==> config.mk <==
export PLATFORM = sky130hd
export DESIGN_NAME = key_replacement_order_list_core
export DESIGN_NICKNAME = d
export VERILOG_FILES = /design/src/sv/kro_pkg.sv /design/src/sv/kro_mem.sv /design/src/sv/kro_cmp.sv /design/src/sv/key_replacement_order_list_core.sv
export SDC_FILE = /design/constraint.sdc
export NUM_CORES = 1
export LEC_CHECK = 0
export BUFFER_PORTS_ARGS = -buffer_cell sky130_fd_sc_hd__buf_2
export CELL_PAD_IN_SITES_DETAIL_PLACEMENT = 1
export CELL_PAD_IN_SITES_GLOBAL_PLACEMENT = 2
export CORE_ASPECT_RATIO = 1.25
export CORE_UTILIZATION = 47
export CTS_CLUSTER_SIZE = 16
export DETAILED_ROUTE_END_ITERATION = 8
export GPL_TIMING_DRIVEN = 0
export PLACE_DENSITY_LB_ADDON = 0.1
export SETUP_SLACK_MARGIN = 0.5
export SYNTH_ARGS = -nofsm -noshare
export SYNTH_HDL_FRONTEND = slang
export SYNTH_SLANG_ARGS = --single-unit
==> constraint.sdc <==
create_clock -name i_clk -period 5.5 [get_ports i_clk]
set_clock_uncertainty 0.1 [all_clocks]
set_input_delay 1.1 -clock i_clk [delete_from_list [all_inputs] [get_ports i_clk]]
set_output_delay 1.1 -clock i_clk [all_outputs]
set_load 0.02 [all_outputs]
==> src/sv/kro_pkg.sv <==
// ============================================================================
// kro_pkg - shared definitions for the key replacement order list
// Field widths, operation and policy codes, register indexes and the result
// word of the shared compare unit.
// ============================================================================
`timescale 1ns / 1ps
`default_nettype none

package kro_pkg;

    localparam int KEY_W  = 16;
    localparam int SIZE_W = 16;
    localparam int CNT_W  = 5;

    // operation codes
    localparam logic OP_ADD    = 1'b0;
    localparam logic OP_REMOVE = 1'b1;

    // policy codes; the spare code behaves as circular
    localparam logic [1:0] POL_FIFO    = 2'd0;
    localparam logic [1:0] POL_LRU     = 2'd1;
    localparam logic [1:0] POL_LARGEST = 2'd2;

    // register index (taken from paddr[2])
    localparam logic REG_POLICY = 1'b0;

    typedef struct packed {
        logic eq;   // keys match
        logic gt;   // incoming size strictly larger than stored size
    } t_cmp;

endpackage

`default_nettype wire

==> src/sv/kro_mem.sv <==
// ============================================================================
// kro_mem - slot store
// Single write port, single read port with registered read data.
// ============================================================================
`timescale 1ns / 1ps
`default_nettype none

module kro_mem #(
    parameter int DEPTH = 16,
    parameter int DW    = 32
) (
    input  wire logic                     i_clk,
    input  wire logic                     i_we,
    input  wire logic [$clog2(DEPTH)-1:0] i_wa,
    input  wire logic [DW-1:0]            i_wd,
    input  wire logic                     i_re,
    input  wire logic [$clog2(DEPTH)-1:0] i_ra,
    output logic      [DW-1:0]            o_rd
);

    logic [DW-1:0] r_mem [DEPTH];

    always_ff @(posedge i_clk) begin
        if (i_we) begin
            r_mem[i_wa] <= i_wd;
        end
    end

    always_ff @(posedge i_clk) begin
        if (i_re) begin
            o_rd <= r_mem[i_ra];
        end
    end

endmodule

`default_nettype wire

==> src/sv/kro_cmp.sv <==
// ============================================================================
// kro_cmp - shared compare unit
// Key equality and size ordering against one slot read from the store.
// ============================================================================
`timescale 1ns / 1ps
`default_nettype none

module kro_cmp #(
    parameter int KW = 16
) (
    input  wire logic [KW-1:0]             i_key_a,
    input  wire logic [KW-1:0]             i_key_b,
    input  wire logic [kro_pkg::SIZE_W-1:0] i_size_a,
    input  wire logic [kro_pkg::SIZE_W-1:0] i_size_b,
    output kro_pkg::t_cmp                   o_res
);

    always_comb begin
        o_res.eq = (i_key_a == i_key_b);
        o_res.gt = (i_size_a > i_size_b);
    end

endmodule

`default_nettype wire

==> src/sv/key_replacement_order_list_core.sv <==
// ============================================================================
// key_replacement_order_list_core - replacement order list for a key store
// Ordered list of (key, size) pairs whose head is the next eviction victim,
// kept in a slot store with one read and one write port and updated by a
// small sequencer.
// ============================================================================
// A command is taken when start is high and busy is low; busy then stays high
// until the result word has been formed, and the result is shown for exactly
// one cycle with o_result_valid high. The receiver cannot stall, so sample the
// result on that cycle. A command reads each held slot once, moves the slots
// behind a removed entry and those behind the insertion point one place each,
// writes the new entry when it places one (not on a remove, a dropped add or
// a circular add of a key already held) and reads back the head; each slot
// move is a registered read followed by a write on the store, which has
// one read and one write port and registered read data.
// The policy register sits at byte address 0 and may only be written while
// busy is low and no result is pending.
// ============================================================================
`timescale 1ns / 1ps
`default_nettype none

module key_replacement_order_list_core #(
    parameter int ENTRIES  = 16,
    parameter int KEY_BITS = 16
) (
    input  wire logic                         i_clk,
    input  wire logic                         i_rst_n,
    // configuration port
    input  wire logic                         psel,
    input  wire logic                         penable,
    input  wire logic                         pwrite,
    input  wire logic [2:0]                   paddr,
    input  wire logic [31:0]                  pwdata,
    output logic      [31:0]                  prdata,
    output logic                              pready,
    // command
    input  wire logic                         start,
    output logic                              busy,
    input  wire logic                         i_operation,
    input  wire logic [kro_pkg::KEY_W-1:0]    i_key_id,
    input  wire logic [kro_pkg::SIZE_W-1:0]   i_entry_size,
    // result
    output logic                              o_result_valid,
    output logic      [kro_pkg::KEY_W-1:0]    o_victim_key,
    output logic                              o_has_victim,
    output logic      [kro_pkg::CNT_W-1:0]    o_entry_count,
    output logic                              o_add_dropped
);

    // stored key width: keys are masked to KEY_BITS, never wider than the port
    localparam int KW = (KEY_BITS < kro_pkg::KEY_W) ? KEY_BITS : kro_pkg::KEY_W;
    localparam int AW = $clog2(ENTRIES);
    localparam int CW = $clog2(ENTRIES + 1);
    localparam int DW = KW + kro_pkg::SIZE_W;

    typedef enum logic [10:0] {
        S_IDLE    = 11'b00000000001,
        S_SCAN_RD = 11'b00000000010,
        S_SCAN_CK = 11'b00000000100,
        S_DECIDE  = 11'b00000001000,
        S_DEL_RD  = 11'b00000010000,
        S_DEL_WR  = 11'b00000100000,
        S_INS_RD  = 11'b00001000000,
        S_INS_WR  = 11'b00010000000,
        S_PUT     = 11'b00100000000,
        S_HEAD_RD = 11'b01000000000,
        S_REPORT  = 11'b10000000000
    } t_state;

    // control state
    t_state                      r_state,  n_state;
    logic [1:0]                  r_policy;
    logic [CW-1:0]               r_cnt,    n_cnt;
    logic                        r_res_valid, n_res_valid;

    // per-command working registers
    logic                        r_op,     n_op;
    logic [KW-1:0]               r_key,    n_key;
    logic [kro_pkg::SIZE_W-1:0]  r_size,   n_size;
    logic [CW-1:0]               r_j,      n_j;
    logic [CW-1:0]               r_p,      n_p;
    logic [CW-1:0]               r_q,      n_q;
    logic                        r_found,  n_found;
    logic                        r_gtf,    n_gtf;
    logic                        r_do_ins, n_do_ins;
    logic                        r_dropped, n_dropped;

    // result word
    logic [kro_pkg::KEY_W-1:0]   r_victim, n_victim;
    logic                        r_has,    n_has;
    logic [kro_pkg::CNT_W-1:0]   r_count,  n_count;
    logic                        r_drop_out, n_drop_out;

    // store and compare unit
    logic                        mem_we, mem_re;
    logic [AW-1:0]               mem_wa, mem_ra;
    logic [DW-1:0]               mem_wd, mem_rd;
    logic [KW-1:0]               rd_key;
    logic [kro_pkg::SIZE_W-1:0]  rd_size;
    kro_pkg::t_cmp               cmp;

    logic                        cfg_wr;

    assign rd_key  = mem_rd[DW-1:kro_pkg::SIZE_W];
    assign rd_size = mem_rd[kro_pkg::SIZE_W-1:0];

    kro_mem #(
        .DEPTH (ENTRIES),
        .DW    (DW)
    ) u_mem (
        .i_clk (i_clk),
        .i_we  (mem_we),
        .i_wa  (mem_wa),
        .i_wd  (mem_wd),
        .i_re  (mem_re),
        .i_ra  (mem_ra),
        .o_rd  (mem_rd)
    );

    kro_cmp #(
        .KW (KW)
    ) u_cmp (
        .i_key_a  (r_key),
        .i_key_b  (rd_key),
        .i_size_a (r_size),
        .i_size_b (rd_size),
        .o_res    (cmp)
    );

    // ------------------------------------------------------------------------
    // Configuration port: no wait states, one register
    // ------------------------------------------------------------------------
    assign pready = 1'b1;
    assign cfg_wr = psel && penable && pwrite && (paddr[2] == kro_pkg::REG_POLICY);
    assign prdata = (paddr[2] == kro_pkg::REG_POLICY) ? 32'(r_policy) : '0;

    // ------------------------------------------------------------------------
    // Sequencer
    // Scan every held slot once, remembering the match and the first slot of
    // strictly smaller size; then close the gap of a deleted entry, open a gap
    // at the insertion point, drop the new entry in and read back the head.
    // ------------------------------------------------------------------------
    always_comb begin
        logic          l_circ;
        logic          l_do_del;
        logic          l_skip;
        logic          l_full;
        logic [CW-1:0] l_pc;
        logic [CW-1:0] l_jn;
        logic [CW-1:0] l_jp;

        l_circ   = !((r_policy == kro_pkg::POL_LRU) || (r_policy == kro_pkg::POL_LARGEST));
        // delete on remove, or on refresh under the reordering policies
        l_do_del = r_found && ((r_op == kro_pkg::OP_REMOVE) || !l_circ);
        l_pc     = r_cnt - CW'(l_do_del);
        // no insertion on remove, nor on an add of a present key when circular
        l_skip   = (r_op == kro_pkg::OP_REMOVE) || (l_circ && r_found);
        l_full   = (l_pc == CW'(ENTRIES));
        l_jn     = r_j + 1'b1;
        l_jp     = r_j - 1'b1;

        n_state     = r_state;
        n_cnt       = r_cnt;
        n_res_valid = 1'b0;
        n_op        = r_op;
        n_key       = r_key;
        n_size      = r_size;
        n_j         = r_j;
        n_p         = r_p;
        n_q         = r_q;
        n_found     = r_found;
        n_gtf       = r_gtf;
        n_do_ins    = r_do_ins;
        n_dropped   = r_dropped;
        n_victim    = r_victim;
        n_has       = r_has;
        n_count     = r_count;
        n_drop_out  = r_drop_out;

        mem_we = 1'b0;
        mem_wa = '0;
        mem_wd = mem_rd;
        mem_re = 1'b0;
        mem_ra = '0;

        case (r_state)
            S_IDLE: begin
                if (start) begin
                    n_op    = i_operation;
                    n_key   = i_key_id[KW-1:0];
                    n_size  = i_entry_size;
                    n_j     = '0;
                    n_p     = '0;
                    n_q     = '0;
                    n_found = 1'b0;
                    n_gtf   = 1'b0;
                    n_state = (r_cnt == '0) ? S_DECIDE : S_SCAN_RD;
                end
            end
            S_SCAN_RD: begin
                mem_re  = 1'b1;
                mem_ra  = r_j[AW-1:0];
                n_state = S_SCAN_CK;
            end
            S_SCAN_CK: begin
                if (cmp.eq && !r_found) begin
                    n_found = 1'b1;
                    n_p     = r_j;
                end
                // insertion point counted in the list with the match taken out
                if (!cmp.eq && cmp.gt && !r_gtf) begin
                    n_gtf = 1'b1;
                    n_q   = r_j - CW'(r_found);
                end
                if (r_j == r_cnt - 1'b1) begin
                    n_state = S_DECIDE;
                end else begin
                    n_j     = l_jn;
                    n_state = S_SCAN_RD;
                end
            end
            S_DECIDE: begin
                n_cnt     = l_pc;
                n_dropped = !l_skip && l_full;
                n_do_ins  = !l_skip && !l_full;
                if (!((r_policy == kro_pkg::POL_LARGEST) && r_gtf)) begin
                    n_q = l_pc;
                end
                if (l_do_del && (r_p < l_pc)) begin
                    n_j     = r_p;
                    n_state = S_DEL_RD;
                end else if (!l_skip && !l_full) begin
                    n_j     = l_pc;
                    n_state = S_INS_RD;
                end else begin
                    n_state = S_HEAD_RD;
                end
            end
            S_DEL_RD: begin
                mem_re  = 1'b1;
                mem_ra  = l_jn[AW-1:0];
                n_state = S_DEL_WR;
            end
            S_DEL_WR: begin
                // pull the following slot down one place
                mem_we = 1'b1;
                mem_wa = r_j[AW-1:0];
                mem_wd = mem_rd;
                n_j    = l_jn;
                if (l_jn < r_cnt) begin
                    n_state = S_DEL_RD;
                end else if (r_do_ins) begin
                    n_j     = r_cnt;
                    n_state = S_INS_RD;
                end else begin
                    n_state = S_HEAD_RD;
                end
            end
            S_INS_RD: begin
                if (r_j > r_q) begin
                    mem_re  = 1'b1;
                    mem_ra  = l_jp[AW-1:0];
                    n_state = S_INS_WR;
                end else begin
                    n_state = S_PUT;
                end
            end
            S_INS_WR: begin
                // push the preceding slot up one place
                mem_we  = 1'b1;
                mem_wa  = r_j[AW-1:0];
                mem_wd  = mem_rd;
                n_j     = l_jp;
                n_state = S_INS_RD;
            end
            S_PUT: begin
                mem_we  = 1'b1;
                mem_wa  = r_q[AW-1:0];
                mem_wd  = {r_key, r_size};
                n_cnt   = r_cnt + 1'b1;
                n_state = S_HEAD_RD;
            end
            S_HEAD_RD: begin
                mem_re  = 1'b1;
                mem_ra  = '0;
                n_state = S_REPORT;
            end
            S_REPORT: begin
                n_res_valid = 1'b1;
                n_has       = (r_cnt != '0);
                n_victim    = (r_cnt != '0) ? kro_pkg::KEY_W'(rd_key) : '0;
                n_count     = kro_pkg::CNT_W'(r_cnt);
                n_drop_out  = r_dropped;
                n_state     = S_IDLE;
            end
            default: begin
                n_state = S_IDLE;
            end
        endcase
    end

    // control registers
    always_ff @(posedge i_clk) begin
        if (!i_rst_n) begin
            r_state     <= S_IDLE;
            r_policy    <= kro_pkg::POL_FIFO;
            r_cnt       <= '0;
            r_res_valid <= 1'b0;
        end else begin
            r_state     <= n_state;
            r_cnt       <= n_cnt;
            r_res_valid <= n_res_valid;
            if (cfg_wr) begin
                r_policy <= pwdata[1:0];
            end
        end
    end

    // working and result registers: no reset needed
    always_ff @(posedge i_clk) begin
        r_op       <= n_op;
        r_key      <= n_key;
        r_size     <= n_size;
        r_j        <= n_j;
        r_p        <= n_p;
        r_q        <= n_q;
        r_found    <= n_found;
        r_gtf      <= n_gtf;
        r_do_ins   <= n_do_ins;
        r_dropped  <= n_dropped;
        r_victim   <= n_victim;
        r_has      <= n_has;
        r_count    <= n_count;
        r_drop_out <= n_drop_out;
    end

    assign busy           = (r_state != S_IDLE);
    assign o_result_valid = r_res_valid;
    assign o_victim_key   = r_victim;
    assign o_has_victim   = r_has;
    assign o_entry_count  = r_count;
    assign o_add_dropped  = r_drop_out;

endmodule

`default_nettype wire

# After elaboration in Yosys (flattened, before gate mapping)
# Memories as Yosys holds them, arrays and structs flattened. A register that Yosys moved wholly into a read port is not among the register bits.
# Cells that the tools add are included.
# W data, S select, Z words.
classes:
  n_addsub: 6
  n_mul: 0
  n_div: 0
  n_lt_le_gt_ge: 4
  n_eq_ne: 23
  n_shift: 0
  n_mux: 38
  n_bitwise: 1
  n_reduce_logical: 35
op_table:
  columns: ["operator", "count"]
  rows:
  - ["$pmux W11 S10", 1]
  - ["$mux W5", 9]
  - ["$mux W10", 4]
  - ["$mux W32", 1]
  - ["$pmux W5 S5", 1]
  - ["$pmux W5 S2", 2]
  - ["$eq A16 B16 Y1", 1]
  - ["$gt A16 B16 Y1", 1]
  - ["$pmux W5 S3", 1]
  - ["$logic_and A1 B1 Y1", 12]
  - ["$mux W4", 3]
  - ["$pmux W4 S3", 1]
  - ["$eq A11 B1 Y1 const B", 1]
  - ["$eq A11 B10 Y1 const B", 1]
  - ["$eq A11 B11 Y1 const B", 1]
  - ["$eq A11 B2 Y1 const B", 1]
  - ["$eq A11 B3 Y1 const B", 1]
  - ["$eq A11 B4 Y1 const B", 1]
  - ["$eq A11 B5 Y1 const B", 1]
  - ["$eq A11 B6 Y1 const B", 1]
  - ["$eq A11 B7 Y1 const B", 1]
  - ["$eq A11 B8 Y1 const B", 1]
  - ["$eq A11 B9 Y1 const B", 1]
  - ["$mux W11", 1]
  - ["29 further kinds", 58]
word_totals:
  register_bits: 94
  latchBits: 0
  ram_bits: 512
  mem_bits_ro: 0
  out_inout_bits: 58
  mem_count: 1
memory_table:
  columns: ["memory", "depth", "word_bits", "read_ports", "rd_ports_with_merged_regs", "write_ports", "line", "rtl"]
  rows:
  - ["u_mem.r_mem", 16, 32, 1, 1, 1, "kro_mem.sv:21", "logic [DW-1:0] r_mem [DEPTH];"]

# Longest topological paths before layout
depth:
  word_depth: 11
  depth_mapped: 15
  ltp_nobuf: 15

# Modules after synthesis
# From an unflattened synthesis, not the netlist that was laid out.
hier_totals:
  hier_cells: 1444
  area_unflattened_um2: 25977.4
by_module_without_submodules:
  columns: ["mod", "n_inst", "cells_per_inst", "area_each_um2", "seq_area_each_um2"]
  rows:
  - ["kro_mem", 1, 838, 20155.6, 16335.7]
  - ["key_replacement_order_list_core", 1, 529, 5243.8, 2632.5]
  - ["kro_cmp", 1, 77, 578.1, 0.0]

# Worst setup path before layout
# No wires, ideal clock.
synth_path:
  path_type: "register to register"
  from: "reg r_j[0]"
  to: "reg u_mem.o_rd[0] (read register of u_mem.r_mem) (enable)"
  setup_ps: 466
  arrival_ps: 3925
  path_slack_ps: 1010
  stages_incl_launch_ff: 10
  n_path_buf: 1
  period_less_slack_ps: 4490
  cell_sequence: "edfxtp_1 -> clkbuf_1 -> inv_1 -> ha_1 -> o21bai_1 -> o21a_1 -> nand3b_1 -> a21oi_1 -> a21oi_1 -> o21ai_0"
synth_via:
  elab_chain_cells: 3
synth_rtl:
  columns: ["item", "line", "rtl"]
  rows:
  - ["from (decl)", "key_replacement_order_list_core.sv:80", "logic [CW-1:0] r_j, n_j;"]
  - ["from (signal assigned)", "key_replacement_order_list_core.sv:324", "r_j <= n_j;"]
  - ["$gt A5 B5 Y1", "key_replacement_order_list_core.sv:260", "if (r_j > r_q) begin"]
  - ["$mux W1", "key_replacement_order_list_core.sv:260", null]
  - ["$pmux W1 S2", "key_replacement_order_list_core.sv:186", "case (r_state)"]
  - ["net mem_re", "key_replacement_order_list_core.sv:95", "logic mem_we, mem_re;"]
  - ["to (decl)", "kro_mem.sv:18", "output logic [DW-1:0] o_rd"]
# The timed path passes the listed nets, and every way through them passes these cells.
# A chain may end at the register's enable or synchronous reset.

# Worst setup path in the final report
layout_path:
  from: "reg r_j[0]"
  to: "reg u_mem.o_rd[7] (read register of u_mem.r_mem) (data pin)"
layout_via:
  elab_chain_cells: 3
layout_rtl:
  columns: ["item", "line"]
  rows:
  - ["$sub A5 B1 Y5 / $gt A5 B5 Y1 (equally long branches)", "key_replacement_order_list_core.sv:160, key_replacement_order_list_core.sv:260"]
  - ["$mux W4 / $mux W1 (equally long branches)", "key_replacement_order_list_core.sv:260"]
  - ["$pmux W4 S3 / $pmux W1 S2 (equally long branches)", "key_replacement_order_list_core.sv:186"]
# Parallel ways exist; a longest one is shown, timed or not.

==> impl_table.tex <==
\begin{tabular}{lr}
\hline
Metric & Value \\
\hline
\multicolumn{2}{l}{\textbf{Clock tree}} \\
\quad Total number of clock tree sinks & 638 \\
\quad Post-CTS sizing & 0 \\
\quad Maximum buffer depth of the clock tree & 3 \\
\quad CTS Buf Count & 61 \\
\quad Clock root buffer master & sky130\_fd\_sc\_hd\_\_clkbuf\_16 \\
\quad Clock insertion delay at the later pin of the skew report & 630 ps \\
\quad Clock-pin slew on the worst setup and hold paths & 70 ps \\
\quad H-tree level count & 2 \\
\quad Post-CTS setup-driven buffer insertion count & 0 \\
\quad Clock tree from TritonCTS & yes \\
\quad Cts-stage hold buffer count & 0 \\
\multicolumn{2}{l}{\textbf{Timing}} \\
\quad Total count of max-transition violations in the final report & 0 \\
\quad Highest Clock Rate & 203 MHz \\
\quad Setup repair after global routing missed its margin & no \\
\quad Slew @ Worst Pin & 1200 ps \\
\quad Final Hold Vio Count & 0 \\
\quad Worst hold slack & 333 ps \\
\quad Setup Total Neg Slack & 0 ps \\
\quad Worst Slack Setup Final & 569 ps \\
\quad Relative slew slack & 0.199 \\
\quad Final number of setup-violating endpoints & 0 \\
\quad Period minus WS final & 4930 ps \\
\quad Fin crit share & 0.897 \\
\multicolumn{2}{l}{\textbf{Place}} \\
\quad Post-placement setup slack & 653 ps \\
\quad Area of placed instances & 0.0281 mm2 \\
\quad Detailed-placement wirelength estimate & 46500 um \\
\quad Global placer's final weighted congestion & 0.801 \\
\quad Placed cell count & 2327 \\
\quad Count of buffers from port buffering & 68 \\
\multicolumn{2}{l}{\textbf{Global routing}} \\
\quad Remaining Overflow, GRT & 0 \\
\quad Initial antenna violation count & 0 \\
\quad Number of global-route vias before repair & 15100 \\
\quad Maximum number of pins on one net before global-route repair & 21 \\
\quad Total GRT Usage & 0.260 \\
\quad Wire length of the first global-routing pass & 103000 um \\
\multicolumn{2}{l}{\textbf{Worst setup path}} \\
\quad Category of cells accounting for the largest share of critical-path delay & buffers and inverters \\
\quad Critical Path End Type & flop \\
\quad Worst flop-to-flop path endpoint & u\_mem.o\_rd[7] \\
\quad Type of origin of the critical path & flop \\
\quad Start of the worst register-to-register path & r\_j[0] \\
\quad Most frequent cell on the critical path & sky130\_fd\_sc\_hd\_\_inv\_1 \\
\quad Slowest stage cell on the critical path & sky130\_fd\_sc\_hd\_\_a21oi\_1 \\
\quad Startpoint-to-endpoint class of the critical path & reg2reg \\
\quad Arrival time at the worst endpoint & 5320 ps \\
\quad Data required time at the worst endpoint & 5890 ps \\
\quad Reg-to-reg slack, setup & 570 ps \\
\quad Buf/Inv on CP & 6 \\
\quad Crit-path max FO & 10 \\
\quad Slowest Stage Delay on Critical Path & 940 ps \\
\quad Cells along the critical path & clkbuf\_1, inv\_1, ha\_1, inv\_1, or2\_2, o2111ai\_4, inv\_1, a21oi\_1, nor2b\_1, buf\_1, clkbuf\_1, a22oi\_1, nand3\_1 \\
\quad Length in cells of the worst reg-to-reg path & 13 \\
\multicolumn{2}{l}{\textbf{Min path}} \\
\quad Cells on Worst Hold Path & 0 \\
\quad Hold Crit Start & r\_dropped \\
\quad Worst hold path type & reg2reg \\
\quad Min-Delay Endpoint & o\_add\_dropped \\
\multicolumn{2}{l}{\textbf{Power}} \\
\quad Highest ir drop seen on vdd & 0.248 mV \\
\quad Pwr Density & 358 mW/mm2 \\
\quad Total power of the final layout & 10.8 mW \\
\quad Static power due to leakage & 10.1 nW \\
\multicolumn{2}{l}{\textbf{Synthesis}} \\
\quad Share of flip-flops with an asynchronous set or reset after synthesis & 0 \\
\quad Total standard cell area after synthesis & 0.0260 mm2 \\
\quad Seq cells post-synth & 638 \\
\quad Number of enable-type register cells in the synthesized netlist & 619 \\
\quad Cell type contributing the most total cell area after synthesis & sky130\_fd\_sc\_hd\_\_edfxtp\_1 \\
\quad Synthesized netlist cell count & 1467 \\
\quad Commonest register cell after synthesis & sky130\_fd\_sc\_hd\_\_edfxtp\_1 \\
\quad Main area contributors after synthesis & sky130\_fd\_sc\_hd\_\_edfxtp\_1 (71\%), sky130\_fd\_sc\_hd\_\_mux4\_2 (11\%), sky130\_fd\_sc\_hd\_\_ha\_1 (1.8\%) \\
\quad Count leader, synth & sky130\_fd\_sc\_hd\_\_edfxtp\_1 \\
\quad Number of synthesis warnings & 0 \\
\quad Sequential-to-total area share from yosys stat & 0.729 \\
\quad Mapped Avg Cell Area & 17.7 um2 \\
\quad List of most frequent post-synthesis cells & sky130\_fd\_sc\_hd\_\_edfxtp\_1 (619), sky130\_fd\_sc\_hd\_\_mux4\_2 (128), sky130\_fd\_sc\_hd\_\_nand2\_1 (116) \\
\quad Netlist cell types & 64 \\
\quad Portion of synthesized cell area occupied by the leading cell type & 0.714 \\
\multicolumn{2}{l}{\textbf{Floorplanning}} \\
\quad Die Footprint & 0.0563 mm2 \\
\quad Die width & 212 um \\
\quad Die height & 265 um \\
\quad I/O pin cnt & 132 \\
\quad Std cell rows & 96 \\
\quad Effective utilization at floorplan & 0.475 \\
\quad Placeable core region & 0.0548 mm2 \\
\multicolumn{2}{l}{\textbf{Drt}} \\
\quad Residual DRC & 0 \\
\quad Detailed-router iteration count before antenna repair & 7 \\
\quad Initial drt markers & 1207 \\
\quad Routed WL & 71200 um \\
\quad Count of vias placed by the detailed router & 14400 \\
\quad Via density per instance & 5.88 \\
\quad DRT antenna net count & 0 \\
\quad Detailed-route wire length per cell & 29.2 um \\
\multicolumn{2}{l}{\textbf{Layout}} \\
\quad Share of layout cells above drive strength 1 & 0.234 \\
\quad Utilization after layout & 0.549 \\
\quad Final standard cell area without fillers & 0.0301 mm2 \\
\quad Fill cell count & 5010 \\
\quad Final cell count without fillers & 2442 \\
\quad Antenna cell count & 0 \\
\quad Layout-stage area growth over the synthesis result & 15.6\% \\
\quad Fin nets & 1770 \\
\multicolumn{2}{l}{\textbf{Outcome}} \\
\quad Run status & finished, final reports clean \\
\multicolumn{2}{l}{\textbf{Run}} \\
\quad Number of max-cap violations & 0 \\
\hline
\end{tabular}
## cell families after synthesis
| kind of cell | share of synthesized area |
|---|---|
| flops | 0.729 |
| fa+ha+maj | 0.0183 |
| xor+xnor | 0.0118 |
| mux | 0.114 |
| simple gates | 0.0601 |
| buf+inv | 0.0288 |
| other cells | 0.000289 |
| compound gates | 0.0383 |
## metal layers
metal  share of wire  global-route usage  wire length (um)
met5               0                   0                 0
met1            0.40               0.337             28800
met2            0.52               0.459             37300
met3           0.050              0.0357              3560
met4           0.021              0.0653              1510
## sequential cells by signal (all words and copies together), names as in the netlist, 11 cells and up
name and flops:
r_key 16, r_state 11, r_size 16, o_victim_key 16
u_mem.r_mem 512, u_mem.o_rd 32
## worst reg2reg max path, delay by kind of cell (launching register included)
kind	cells	cell delay [ps]
AND/OR/NAND/NOR	3	720
adder cells (fa/ha/maj)	1	360
buffers and inverters	6	1880
flip-flops	1	380
AO/OA/AOI/OAI	3	1380
## placed cells by master (no fill, tap or decap), types with 25 or more instances in the layout
master                        n
sky130_fd_sc_hd__nor2_1      29
sky130_fd_sc_hd__inv_1       46
sky130_fd_sc_hd__nor2b_1     27
sky130_fd_sc_hd__nand2_1    116
sky130_fd_sc_hd__a22oi_1     35
sky130_fd_sc_hd__ha_1        38
sky130_fd_sc_hd__nand3_1     76
sky130_fd_sc_hd__buf_2       90
sky130_fd_sc_hd__clkbuf_16   61
sky130_fd_sc_hd__clkbuf_1    50
sky130_fd_sc_hd__edfxtp_1   619
sky130_fd_sc_hd__buf_4       38
sky130_fd_sc_hd__mux4_2     128
sky130_fd_sc_hd__a21oi_1     25
sky130_fd_sc_hd__conb_1      31
## layout make-up
| cell class | instances | area [um2] | share of cell area |
|---|---|---|---|
| plain buffers | 100 | 568 | 0.0189 |
| clock buffers | 74 | 1580 | 0.0524 |
| clock inverters | 38 | 355 | 0.0118 |
| inverters | 48 | 180 | 0.00599 |
| multi-input cells | 710 | 6550 | 0.218 |
| flip-flops and latches | 638 | 19000 | 0.630 |
| well taps | 735 | 920 | 0.0306 |
| repair buffers | 99 | 968 | 0.0322 |
## power breakdown
group / switching (mW) / leakage (nW) / internal [mW]
clock: 1.80 / 0.931 / 2.31
combinational: 0.712 / 3.39 / 0.363
sequential: 0.127 / 5.75 / 5.46
total: 2.64 / 10.1 / 8.14
## worst max path at each step
stage                                 to  cells after the start  startpoint  slack [ps]
after floorplan            u_mem.o_rd[0]                      9      r_j[0]        1010
after global placement    u_mem.o_rd[21]                      9      r_j[0]       -2820
after global routing      u_mem.o_rd[30]                     13      r_j[0]         540
final                      u_mem.o_rd[7]                     13      r_j[0]         570
after CTS                  u_mem.o_rd[7]                     13      r_j[0]         600
after detailed placement   u_mem.o_rd[7]                     12      r_j[0]         650
Note: power is estimated with default switching activity, not from simulation.
